### src/rtl/ordered_list_table_engine_assert.svh
// Assertion macros for the ordered list table engine; empty under synthesis.
`ifndef ORDERED_LIST_TABLE_ENGINE_ASSERT_SVH
`define ORDERED_LIST_TABLE_ENGINE_ASSERT_SVH

`ifndef SYNTHESIS
// Checked on every clock edge, suspended while reset is asserted.
`define OLT_ASSERT(lbl, prop, msg) \
  lbl: assert property (@(posedge clk_i) disable iff (!rst_ni) (prop)) else $error(msg);
// Checked on every clock edge, reset included.
`define OLT_ASSERT_ALWAYS(lbl, prop, msg) \
  lbl: assert property (@(posedge clk_i) (prop)) else $error(msg);
`else
`define OLT_ASSERT(lbl, prop, msg)
`define OLT_ASSERT_ALWAYS(lbl, prop, msg)
`endif

`endif

### src/rtl/olt_pkg.sv
// Types and constants shared by the ordered list table engine.
`default_nettype none
package olt_pkg;

  localparam int unsigned DataW = 32;
  localparam int unsigned CmdW  = 3;
  localparam int unsigned PosW  = 7;
  localparam int unsigned StatW = 2;

  typedef enum logic [CmdW-1:0] {
    CMD_APPEND  = 3'd0,
    CMD_READ    = 3'd1,
    CMD_FIND    = 3'd2,
    CMD_REM_IDX = 3'd3,
    CMD_REM_VAL = 3'd4,
    CMD_INSERT  = 3'd5,
    CMD_SET     = 3'd6
  } cmd_e;

  typedef enum logic [StatW-1:0] {
    ST_OK    = 2'd0,
    ST_RANGE = 2'd1,
    ST_MISS  = 2'd2,
    ST_FULL  = 2'd3
  } status_e;

  typedef enum logic [1:0] {
    CELL_HOLD  = 2'd0,
    CELL_LOAD  = 2'd1,
    CELL_LEFT  = 2'd2,
    CELL_RIGHT = 2'd3
  } cell_op_e;

  typedef struct packed {
    cell_op_e op;      // what the entry register takes this cycle
    logic     cmp_en;  // capture the compare against the incoming value
    logic     rd_sel;  // drive the entry onto the read bus
  } cell_ctrl_t;

  typedef struct packed {
    logic [CmdW-1:0]         cmd;
    logic signed [DataW-1:0] value;
    logic [PosW-1:0]         position;
  } in_t;

  typedef struct packed {
    logic signed [DataW-1:0] data;
    logic [StatW-1:0]        status;
    logic [PosW-1:0]         count;
  } out_t;

endpackage
`default_nettype wire

### src/rtl/olt_cell.sv
// One list cell: holds one entry, compares it, and shifts with its neighbors.
`default_nettype none
module olt_cell
  import olt_pkg::*;
(
  input  wire logic                    clk_i,
  input  wire cell_ctrl_t              ctrl_i,
  input  wire logic signed [DataW-1:0] cmp_value_i,
  input  wire logic signed [DataW-1:0] load_value_i,
  input  wire logic signed [DataW-1:0] left_i,
  input  wire logic signed [DataW-1:0] right_i,
  output logic signed [DataW-1:0]      entry_o,
  output logic                         match_o,
  output logic signed [DataW-1:0]      rd_data_o
);

  logic signed [DataW-1:0] entry_q, entry_d;
  logic                    match_q;

  always_comb begin
    unique case (ctrl_i.op)
      CELL_HOLD:  entry_d = entry_q;
      CELL_LOAD:  entry_d = load_value_i;
      CELL_LEFT:  entry_d = left_i;
      CELL_RIGHT: entry_d = right_i;
      default:    entry_d = entry_q;
    endcase
  end

  always_ff @(posedge clk_i) begin
    entry_q <= entry_d;
    if (ctrl_i.cmp_en) begin
      match_q <= (entry_q == cmp_value_i);
    end
  end

  assign entry_o   = entry_q;
  assign match_o   = match_q;
  assign rd_data_o = ctrl_i.rd_sel ? entry_q : '0;

endmodule
`default_nettype wire

### config.mk
export PLATFORM = sky130hd
export DESIGN_NAME = olt_cell
export DESIGN_NICKNAME = d
export VERILOG_FILES = /design/src/rtl/ordered_list_table_engine_assert.svh /design/src/rtl/olt_pkg.sv /design/src/rtl/olt_cell.sv
export SDC_FILE = /design/constraint.sdc
export NUM_CORES = 1
export LEC_CHECK = 0
export BUFFER_PORTS_ARGS = -buffer_cell sky130_fd_sc_hd__buf_2
export CAP_MARGIN = 0
export CELL_PAD_IN_SITES_DETAIL_PLACEMENT = 0
export CELL_PAD_IN_SITES_GLOBAL_PLACEMENT = 2
export CORE_MARGIN = 2
export CORE_UTILIZATION = 19
export CTS_CLUSTER_DIAMETER = 200
export CTS_CLUSTER_SIZE = 25
export DETAILED_ROUTE_END_ITERATION = 10
export PLACE_DENSITY_LB_ADDON = 0.1
export RECOVER_POWER = 25
export REMOVE_ABC_BUFFERS = 1
export SYNTH_ARGS = -nofsm -noshare
export SYNTH_HDL_FRONTEND = slang
export SYNTH_SLANG_ARGS = --single-unit
### constraint.sdc
create_clock -name clk_i -period 1.8 [get_ports clk_i]
set_input_delay 0.27 -clock clk_i [delete_from_list [all_inputs] [get_ports clk_i]]
set_output_delay 0.27 -clock clk_i [all_outputs]
set_load 0.005 [all_outputs]
## Word-level counts from Yosys, hierarchy flattened

Index checks and enable logic that the tools add are counted.

- Bits in registers: 33
- Latch bits: 0
- RAM bits: 0
- ROM bits: 0
- Bits of input ports: 133
- Output and inout port bits: 65
- Word-level logic and storage cells: 9
- Memories: 0

- $add $sub $neg: 0
- Multiply operators: 0
- Divide/modulo/power cells: 0
- Magnitude comparators: 0
- Equality and inequality tests: 4
- Shift operators: 0
- Mux-type cells: 2
- Bitwise logic cells: 0
- Reductions and logical operators: 1

Operators by type and width:

| operator | number |
|---|---|
| $pmux W32 S3 | 1 |
| $eq A32 B32 Y1 | 1 |
| $mux W32 | 1 |
| $eq A2 B2 Y1 const B | 2 |
| $eq A2 B1 Y1 const B | 1 |
| $logic_not A2 Y1 | 1 |

## Longest topological paths before layout

Gate-level depths: netlist of run 1.

- Depth in word-level cells: 2
- Depth in mapped cells: 4
- Depth with buffers taken out: 4

## Worst setup path before layout of run 1

No wires, ideal clock.

- Kind: input-to-reg
- From: input ctrl_i[2] in the netlist's numbering
- To: register entry_q[0], in the netlist entry_o[0], enable pin
- Setup time: 0.375 ns
- Arrival time: 1.043 ns
- Data required time: 1.425 ns
- Path slack: 0.382 ns
- Stages on the path: 3
- Cells stage by stage: buf_4 > buf_6 > or2_2

- Cells in the longest elaborated chain, start to end: 1

Ends and longest elaborated chain:

| item | line | text |
|---|---|---|
| start: declaration | olt_cell.sv:7 | `input wire cell_ctrl_t ctrl_i,` |
| $logic_not A2 Y1 | olt_cell.sv:21 | `unique case (ctrl_i.op)` |
| end signal: assignment | olt_cell.sv:31 | `entry_q <= entry_d;` |
| end: declaration | olt_cell.sv:17 | `logic signed [DataW-1:0] entry_q, entry_d;` |

No other way between the ends.
A chain may end at the register's enable or synchronous reset.

## Worst setup path in the final report of run 1

- From: register entry_q[23], in the netlist entry_o[23]
- To: register match_q, in the netlist match_o (data pin)

- Cells in the longest elaborated chain, start to end: 1

Ends and longest elaborated chain:

| item | line | text |
|---|---|---|
| $eq A32 B32 Y1 | olt_cell.sv:33 | `match_q <= (entry_q == cmp_value_i);` |
| end signal: assignment | olt_cell.sv:33 |  |
| end: declaration | olt_cell.sv:18 | `logic match_q;` |

No other way between the ends.

==> summary.md, run 1 <==
| Metric | Value |
|---|---|
| Status | finished clean |
| CTS Buf Count | 5 |
| Post-layout nets | roughly 550 |
| Slew Limit Fails | 0 |
| PD cells | 708 nW/um^2 |
| Final setup margin | 0.287 ns |
| Most frequent cells in the layout | 196 x buf_2, 33 x nor2_1, 33 x edfxtp_1 |
| Clock tree buffer depth | 2 |
| Setup CP Type | reg2reg |
| Global-route wire length before repair | 11.5 mm |
| Initial antenna violation count | 1 |
| Synth Cell Area | 2230 um^2 |
| Most common cell after layout, fill and taps aside | buf_2 |
| Syn Area/Cell | ~10 um^2 |
| Die width | approximately 110 um |
| Drt pass-1 iters | 3 |
| Worst slew pin tran | 0.924 ns |
| Critical Path Source | entry_o[23] |
| Post-Synth Adder-Cell Area | 0% |
| Fraction of layout cells with a size suffix above 1 | 49.8% |
| Worst VDD drop | ~300 uV |
| Top cells by area, synth | edfxtp_1 44%, mux2i_1 14%, xor2_1 13%, and2_1 8.7%, a21oi_1 7.2% |
| Root Driver | clkbuf_16 |
| TNS Setup | 0 ns |
| H-tree depth | 2 |
| Compound-Gate Fraction of Synth Area | 7.18% |
| Leak | 1.75 nW |
| Post-CTS Resized | 0 |
| Vias in the first global route | 2304 |
| Port Buf Inserts | about 200 |
| Placed instance area | between 3000 and 4000 um^2 |
| Power consumption | about 2.5 mW |
| Avg Vias per Cell | 4.02 |
| Max FO, Critical Path | 3 |
| Sink Count | 33 |
| XOR/XNOR share of the synthesized area | 12.6% |
| DRT iter0 DRCs | 36 |
| Area leader, netlist | edfxtp_1 |
| Synth-to-Final Area Change | 57.4% |
| Top cell type's share of synthesized area | 44.4% |
| Design Area, Final | ~3500 um^2 |
| Final Skew | 0.00218 ns |
| Worst-path cell chain | xor2_1, nor4_1, nand4_1, nor2_1 |
| DRC | 0 |
| Starting density of the core | 19.5% |
| WL/cell | 13.5 um |
| R2R Path Start | entry_o[23] |
| Seq/Total Area, Yosys | 44.4% |
| Final worst path period need | 1.51 ns |
| Hold path startpoint | ctrl_i[1] |
| Number of library cell types mapped by synthesis | 14 |
| Yosys warnings | 0 |
| Largest family of logic cells by synthesized area | simple AND/OR/NAND/NOR gates |
| RSZ-0062 raised after global routing | no |
| Placeable Area | approximately 11000 um^2 |
| Chip height | 112 um |
| Max-Cap Viols | 0 |
| Setup crit end kind | flip-flop |
| Dpl ws | between 0.2 and 0.25 ns |
| Clock slew seen by the registers of the worst setup and hold paths | ~0.050 ns |
| CTS tree | done |
| Total die area | 12600 um^2 |
| Gr usage total | 11.7% |
| Post-CTS Setup Bufs | 0 |
| Drt total wl | 7.57 mm |
| Finish-stage setup viols | 0 |
| Startpoint class of the critical path | flip-flop |
| Fin. Hold Viols | 0 |
| Largest net degree at the start of global routing | 65 |
| Top Ports | just under 200 |
| Hold Crit Class | in2reg |
| GRT overflow | 0 |
| CP Data Arrival Time | 1.65 ns |
| Hold-fix buffers, CTS | 0 |
| Max incr delay on CP | 0.45 ns |
| Via count | 2245 |
| Hold WS | approximately 0.19 ns |
| Yosys reg bits | 33 |
| RD Place Congestion | approximately 0.7 |
| # rows | 39 |
| Routed Antenna Nets | 0 |
| Post-synthesis cell count | 219 |
| Worst path slowest cell | nor4_1 |
| Post-synthesis mux area share | 14.4% |
| Fin crit share | 84.1% |
| Worst-Skew Late Latency | 0.27 ns |
| DP HPWL | 5.90 mm |
| Critical Path RT | just under 2 ns |
| Worst slew margin relative to its limit | between 30% and 40% |
| Simple-gate share of the synthesized area | 17.7% |
| Fmax achieved | between 600 and 700 MHz |
| # diodes | 0 |
[area by class of cell]
type / instances / area, um^2
Clock buffer: 8 / 136
Fill cell: 1243 / 7910
Multi-Input combinational cell: 172 / 1150
Sequential cell: 33 / 991
Tap cell: 143 / 179
Timing Repair Buffer: 203 / 1050
[state kept, by name, summed over array words and instances (netlist names)]
| name | cells |
|---|---|
| entry_o | 32 |
| match_o | 1 |
[cells by family after synthesis]
kind of cell           after synthesis
multiplexers                        32
flip-flops                          33
AO/OA/AOI/OAI                       32
AND/OR/NAND/NOR                     76
buffers and inverters               14
XOR/XNOR                            32
[worst paths after layout]
| kind | cells after the start | slack (ns) | endpoint |
|---|---|---|---|
| worst max-delay path | 4 | 0.29 | match_o |
| worst min register to register | 4 | 0.88 | match_o |
| worst max register to register | 4 | 0.29 | match_o |
| worst min-delay path | 1 | 0.19 | match_o |
[report_power, final]
| group | switching (mW) | internal (mW) | total [mW] |
|---|---|---|---|
| combinational | 0.279 | 0.349 | 0.628 |
| clock | 0.311 | 0.515 | 0.826 |
| sequential | 0.0734 | 0.956 | 1.03 |
[worst max-delay path: cells and delay by family, from the launching register on]
family | cells | cell delay [ns]
xor+xnor | 1 | 0.18
flops | 1 | 0.41
simple gates | 3 | 0.78
[synth_stat cells]
master	number
clkbuf_1	6
xor2_1	32
buf_2	4
edfxtp_1	33
or2_2	1
nand4_1	2
a21oi_1	32
buf_4	1
mux2i_1	32
buf_6	3
nor2_1	33
and2_1	31
nor4_1	8
and2_2	1
[layer usage]
layer	track usage (%)	wire, um	vias to the layer above
met2	20.0	3460	119
li1	-	-	1154
met4	2.44	51	2
met5	0	12	-
met3	4.00	722	7
met1	14.3	3330	963
[stage by stage]
step | utilization [%] | instances
CTS | 30.9 | 559
detailed placement | 29.7 | 551
finish | 30.7 | 559
global route | 30.7 | 559
floorplan | - | 205
global placement | 29.7 | 551
Power figures use the tool's default switching activity.
==> inputs of run 2 (changes only) <==
CORE_UTILIZATION = 18   (was 19)
clock period = 1.3 ns   (was 1.8 ns; I/O delays follow)
==> run 2 against run 1 <==
The flow now finishes with violations (setup timing). Clock skew barely moved. Total power rose by 48%. Global-route usage fell by 0.52 points. Critical path type unchanged. Critical endpoint unchanged. Largest cell class is now non-clock buffers. Highest routed layer is now met4.
==> summary.md, run 2 (synthesis results as in run 1) <==
| Metric | Value |
|---|---|
| Root Driver | clkbuf_16 (unchanged) |
| Failing checks | setup timing |
| Hold Crit Class | in2reg (unchanged) |
| Max incr delay on CP | 0.40 ns (was 0.45 ns) |
| Fraction of layout cells with a size suffix above 1 | 57.0% (was 49.8%) |
| Clock slew seen by the registers of the worst setup and hold paths | 0.05 ns (about the same) |
| Worst path slowest cell | edfxtp_1 (was nor4_1) |
| Port Buf Inserts | 197 (unchanged) |
| Critical Path RT | 1.43 ns (was 1.94 ns) |
| RSZ-0062 raised after global routing | yes (was no) |
| Area of the multi-input gates | 1220 um^2 (was 1150 um^2) |
| Drt total wl | 7.93 mm (was 7.57 mm) |
| CTS Buf Count | 5 (unchanged) |
| Hold WS | 0.149 ns (was 0.190 ns) |
| WL/cell | 13.1 um (was 13.5 um) |
| Avg Vias per Cell | 3.81 (was 4.02) |
| Synth-to-Final Area Change | 76.2% (was 57.4%) |
| Drt pass-1 iters | 4 (was 3) |
| Fin crit share | 110% (was 84.1%) |
| Most common cell after layout, fill and taps aside | buf_2 (unchanged) |
| Global-route wire length before repair | 11.0 mm (was 11.5 mm) |
| Vias in the first global route | 2179 (was 2304) |
| Status | complete, but fails checks (was finished clean) |
| RD Place Congestion | 0.752 (was 0.684) |
| CP Data Arrival Time | 1.57 ns (was 1.65 ns) |
| Routed Antenna Nets | 0 (unchanged) |
| Setup CP Type | reg2reg (unchanged) |
| Final setup margin | -0.134 ns (was 0.287 ns) |
| Leak | 1.93 nW (was 1.75 nW) |
| # rows | 40 (was 39) |
| Clock tree buffer depth | 2 (unchanged) |
| Worst slew pin tran | 0.462 ns (was 0.924 ns) |
| # diodes | 0 (unchanged) |
| Dpl ws | -0.306 ns (was 0.241 ns) |
| Max FO, Critical Path | 2 (was 3) |
| Top Ports | 198 (unchanged) |
| Starting density of the core | 18.5% (was 19.5%) |
| Dpl cells | 598 (was 551) |
| Die width | 115 um (was 112 um) |
| Hold-fix buffers, CTS | 0 (unchanged) |
| Chip height | 115 um (was 112 um) |
| Final worst path period need | 1.43 ns (was 1.51 ns) |
| Setup crit end kind | flip-flop (unchanged) |
| Final Non-Filler Cells | 605 (was 559) |
| Worst VDD drop | 459 uV (was 299 uV) |
| Placeable Area | 12100 um^2 (was 11400 um^2) |
| Max-Cap Viols | 0 (unchanged) |
| H-tree depth | 2 (unchanged) |
| Largest net degree at the start of global routing | 33 (was 65) |
| DP HPWL | 6.26 mm (was 5.90 mm) |
| Worst-Skew Late Latency | 0.27 ns (about the same) |
| CTS tree | done (unchanged) |
| PD cells | 937 nW/um^2 (was 708 nW/um^2) |
| Max reg flops | 32 (unchanged) |
| Final Skew | 0.00244 ns (was 0.00218 ns) |
| Slew Limit Fails | 0 (unchanged) |
| Post-layout nets | 569 (was 548) |
| Finish-stage setup viols | 1 (was 0) |
| DRT iter0 DRCs | 29 (was 36) |
| Fillers | 1307 (was 1243) |
| Worst slew margin relative to its limit | 69.2% (was 38.4%) |
| Most frequent cells in the layout | 178 x buf_2, 33 x nor2_1, 33 x edfxtp_1 (was 196 x buf_2, 33 x nor2_1, 33 x edfxtp_1) |
| Total die area | 13300 um^2 (was 12600 um^2) |
| Via count | 2304 (was 2245) |
| GRT overflow | 0 (unchanged) |
| Fmax achieved | 698 MHz (was 661 MHz) |
| DRC | 0 (unchanged) |
| FF+latch area | 991 um^2 (unchanged) |
| Startpoint class of the critical path | flip-flop (unchanged) |
| Initial antenna violation count | 0 (was 1) |
| Sink Count | 33 (unchanged) |
| Worst-path cell chain | xor2_1, nor4_2, buf_4, nand4_1, nor2_1 (was xor2_1, nor4_1, nand4_1, nor2_1) |
| Fin. Hold Viols | 0 (unchanged) |
| Gr usage total | 11.2% (was 11.7%) |
-- run 2: cell count changes in the layout (fill, tap and decap cells not counted), sizes merged --
cell | previous run | this run
buf | 200 | 221
-- run 2: cell type report --
cell class,count,area share [%]
repair buffers,224,34.9
flip-flops and latches,33,25.2
clock buffers,8,3.47
well taps,168,5.35
multi-input cells,172,31.1
-- run 2: metrics by stage --
step | area (um^2) | util, % | setup TNS, ns | power (mW)
6_report | 3930 | 32.6 | -0.134 | 3.68
5_1_grt | 3930 | 32.6 | -0.439 | 3.93
3_3_place_gp | 3590 | 29.8 | -0.303 | 2.45
2_1_floorplan | 2150 | - | 0 | 1.77
4_1_cts | 3740 | 31.0 | -0.206 | 3.64
3_5_place_dp | 3590 | 29.8 | -0.306 | 2.45
-- run 2: timing repair --
action                                  in CTS  in global routing
endpoints found under the setup margin       6                 19
setup buffers                                1                  6
pin swaps                                    3                  1
resized for setup                            5                 48
-- run 2: routing by layer --
layer	vias up	global-route usage, %	routed length, um
met4	0	3.13	68
met2	98	20.8	4170
met3	4	3.16	603
li1	1196	-	-
met5	-	0	0
met1	1006	12.3	3080
-- run 2: worst max-delay path: cells and delay by family, from the launching register on --
kind,cells,cell delay [ns]
and+or+nand+nor,3,0.57
buffers and inverters,1,0.15
xor gates and xnor gates,1,0.17
DFF,1,0.40
-- run 2: report_power, final --
part,leakage (nW),total (mW),internal (mW),switching [mW]
combinational,1.53,1.13,0.686,0.449
clock,0.0652,1.13,0.712,0.417
sequential,0.333,1.42,1.32,0.0956
-- run 2: worst paths after layout --
| check | from | to | slack [ns] | cells past startpoint |
|---|---|---|---|---|
| max | entry_o[13] | match_o | -0.13 | 5 |
| min | ctrl_i[1] | match_o | 0.15 | 1 |
| max reg2reg | entry_o[13] | match_o | -0.13 | 5 |
| min reg2reg | entry_o[25] | match_o | 0.86 | 4 |
==> inputs of run 3 (changes only) <==
SETUP_SLACK_MARGIN = 0.2   (was unset)
==> run 3 against run 2 <==
The flow still finishes with violations (setup timing). Sequential power about the same. Largest cell class unchanged. Wire length up 0.43%. Worst setup slack improved by 0.0045 ns. Highest routed layer unchanged. Sequential share of layout area down 1.4 points.
==> summary.md, run 3 (synthesis results as in run 1) <==
| Metric | Value |
|---|---|
| Status | complete, but fails checks (unchanged) |
| Failing checks | setup timing (unchanged) |
| Starting density of the core | 18.5% (unchanged) |
| Worst-path cell chain | xor2_1, nor4_2, buf_4, nand4_1, nor2_1 (unchanged) |
| Max-Cap Viols | 0 (unchanged) |
| Via count | 2363 (was 2304) |
| Comb pwr share | 34.0% (was 30.8%) |
| Setup crit end kind | flip-flop (unchanged) |
| Clock power frac | 29.2% (was 30.7%) |
| Port Buf Inserts | 197 (unchanged) |
| Hold-fix buffers, CTS | 0 (unchanged) |
| GRT overflow | 0 (unchanged) |
| Final core occ | 34.5% (was 32.6%) |
| R2R Path Start | entry_o[13] (unchanged) |
| DRT iter0 DRCs | 28 (was 29) |
| Largest net degree at the start of global routing | 33 (unchanged) |
| Dpl cells | 598 (unchanged) |
| Die width | 115 um (unchanged) |
| Final setup margin | -0.129 ns (was -0.134 ns) |
| Power Internal | 2.87 mW (was 2.72 mW) |
| Synth-to-Final Area Change | 86.6% (was 76.2%) |
| Worst slew margin relative to its limit | 68.6% (was 69.2%) |
| RD Place Congestion | 0.752 (unchanged) |
| Routed Antenna Nets | 0 (unchanged) |
| Gr usage total | 11.4% (was 11.2%) |
| Leak | 2.03 nW (was 1.93 nW) |
| Max FO, Critical Path | 2 (unchanged) |
| Fmax achieved | 700 MHz (was 698 MHz) |
| Most frequent cells in the layout | 157 x buf_2, 61 x buf_6, 33 x nor2_1, 33 x edfxtp_1 (was 178 x buf_2, 33 x nor2_1, 33 x edfxtp_1) |
| Clock tree buffer depth | 2 (unchanged) |
| Placeable Area | 12100 um^2 (unchanged) |
| Drt total wl | 7.96 mm (was 7.93 mm) |
| # diodes | 0 (unchanged) |
| Drt pass-1 iters | 4 (unchanged) |
| CP Data Arrival Time | 1.56 ns (was 1.57 ns) |
| Fin. Hold Viols | 0 (unchanged) |
| Fraction of layout cells with a size suffix above 1 | 58.1% (was 57.0%) |
| Finish-stage setup viols | 3 (was 1) |
| Final Skew | 0.00236 ns (was 0.00244 ns) |
| Worst VDD drop | 458 uV (was 459 uV) |
| H-tree depth | 2 (unchanged) |
| Sequential share of power | 36.8% (was 38.5%) |
| Fin crit share | 110% (about the same) |
| Clock slew seen by the registers of the worst setup and hold paths | 0.05 ns (about the same) |
| Final Non-Filler Cells | 614 (was 605) |
| Net Sw Frac | 25.6% (was 26.1%) |
| Slew Limit Fails | 0 (unchanged) |
| Global-route wire length before repair | 11.3 mm (was 11.0 mm) |
| Hold WS | 0.150 ns (was 0.149 ns) |
| Sw Pwr | 0.988 mW (was 0.961 mW) |
| Flop-to-flop setup slack | -0.13 ns (about the same) |
| Post-layout nets | 578 (was 569) |
| DRC | 0 (unchanged) |
| Initial antenna violation count | 0 (unchanged) |
| Worst slew pin tran | 0.472 ns (was 0.462 ns) |
| RSZ-0062 raised after global routing | yes (unchanged) |
| Root Driver | clkbuf_16 (unchanged) |
| Chip height | 115 um (unchanged) |
| Worst path slowest cell | edfxtp_1 (unchanged) |
| Final worst path period need | 1.43 ns (about the same) |
| Hold path startpoint | ctrl_i[1] (unchanged) |
| Sink Count | 33 (unchanged) |
| Startpoint class of the critical path | flip-flop (unchanged) |
| Total die area | 13300 um^2 (unchanged) |
| Max incr delay on CP | 0.40 ns (about the same) |
| Most common cell after layout, fill and taps aside | buf_2 (unchanged) |
| Max reg flops | 32 (unchanged) |
| PD cells | 926 nW/um^2 (was 937 nW/um^2) |
| Critical Path RT | 1.43 ns (about the same) |
| Worst-Skew Late Latency | 0.27 ns (about the same) |
| Vias in the first global route | 2234 (was 2179) |
| Top Ports | 198 (unchanged) |
| DP HPWL | 6.26 mm (unchanged) |
| Avg Vias per Cell | 3.85 (was 3.81) |
| CTS tree | done (unchanged) |
| # rows | 40 (unchanged) |
| Setup CP Type | reg2reg (unchanged) |
| Dpl ws | -0.306 ns (unchanged) |
| Hold Crit Class | in2reg (unchanged) |
| WL/cell | 13.0 um (was 13.1 um) |
| TNS Setup | -0.284 ns (was -0.134 ns) |
| CTS Buf Count | 5 (unchanged) |
| Critical Path Source | entry_o[13] (unchanged) |
[run 3: worst paths after layout]
kind | to | depth (start not counted)
setup / recovery | match_o | 5
hold / removal | match_o | 1
setup reg to reg | match_o | 5
hold reg to reg | match_o | 4
[run 3: power by group through the flow]
stage	combinational, mW	clock [mW]	sequential, mW
after floorplan	0.326	0	1.45
after global placement	1.03	0	1.42
after detailed placement	1.02	0	1.43
after CTS	1.21	1.19	1.42
after global routing	1.44	1.23	1.44
final	1.31	1.13	1.42
[run 3: critical path, delay by kind of cell, from the launching register on]
family,cells,cell delay [ns]
simple gates,3,0.56
buf+inv,1,0.15
flops,1,0.40
xor+xnor,1,0.17
[run 3: metal layers]
layer / vias up / part of all wire [%] / global-route usage [%] / wire length (um)
met5: - / 0 / 0 / 0
met4: 0 / 0.67 / 3.13 / 53
met3: 2 / 8.6 / 3.16 / 686
met2: 105 / 54 / 21.3 / 4260
met1: 1038 / 37 / 12.5 / 2960
li1: 1218 / - / - / -
[run 3: final cells by class]
type | instances | area, um^2
well taps | 168 | 210
clock buffers | 8 | 136
repair buffers | 233 | 1600
multi-input cells | 172 | 1220
fillers | 1285 | 7900
flip-flops and latches | 33 | 991
[run 3: through the flow]
stage / power, mW / area [um^2]
after floorplan: 1.77 / 2150
after global placement: 2.45 / 3590
after detailed placement: 2.45 / 3590
after CTS: 3.82 / 3990
after global routing: 4.10 / 4160
final: 3.85 / 4160
[run 3: timing repair]
action | 4_1_cts | 5_1_grt
resized for setup | 53 | 30
cloned | 0 | 0
setup buffers | 1 | 7
endpoints found under the setup margin | 52 | 53
pin swaps | 6 | 1
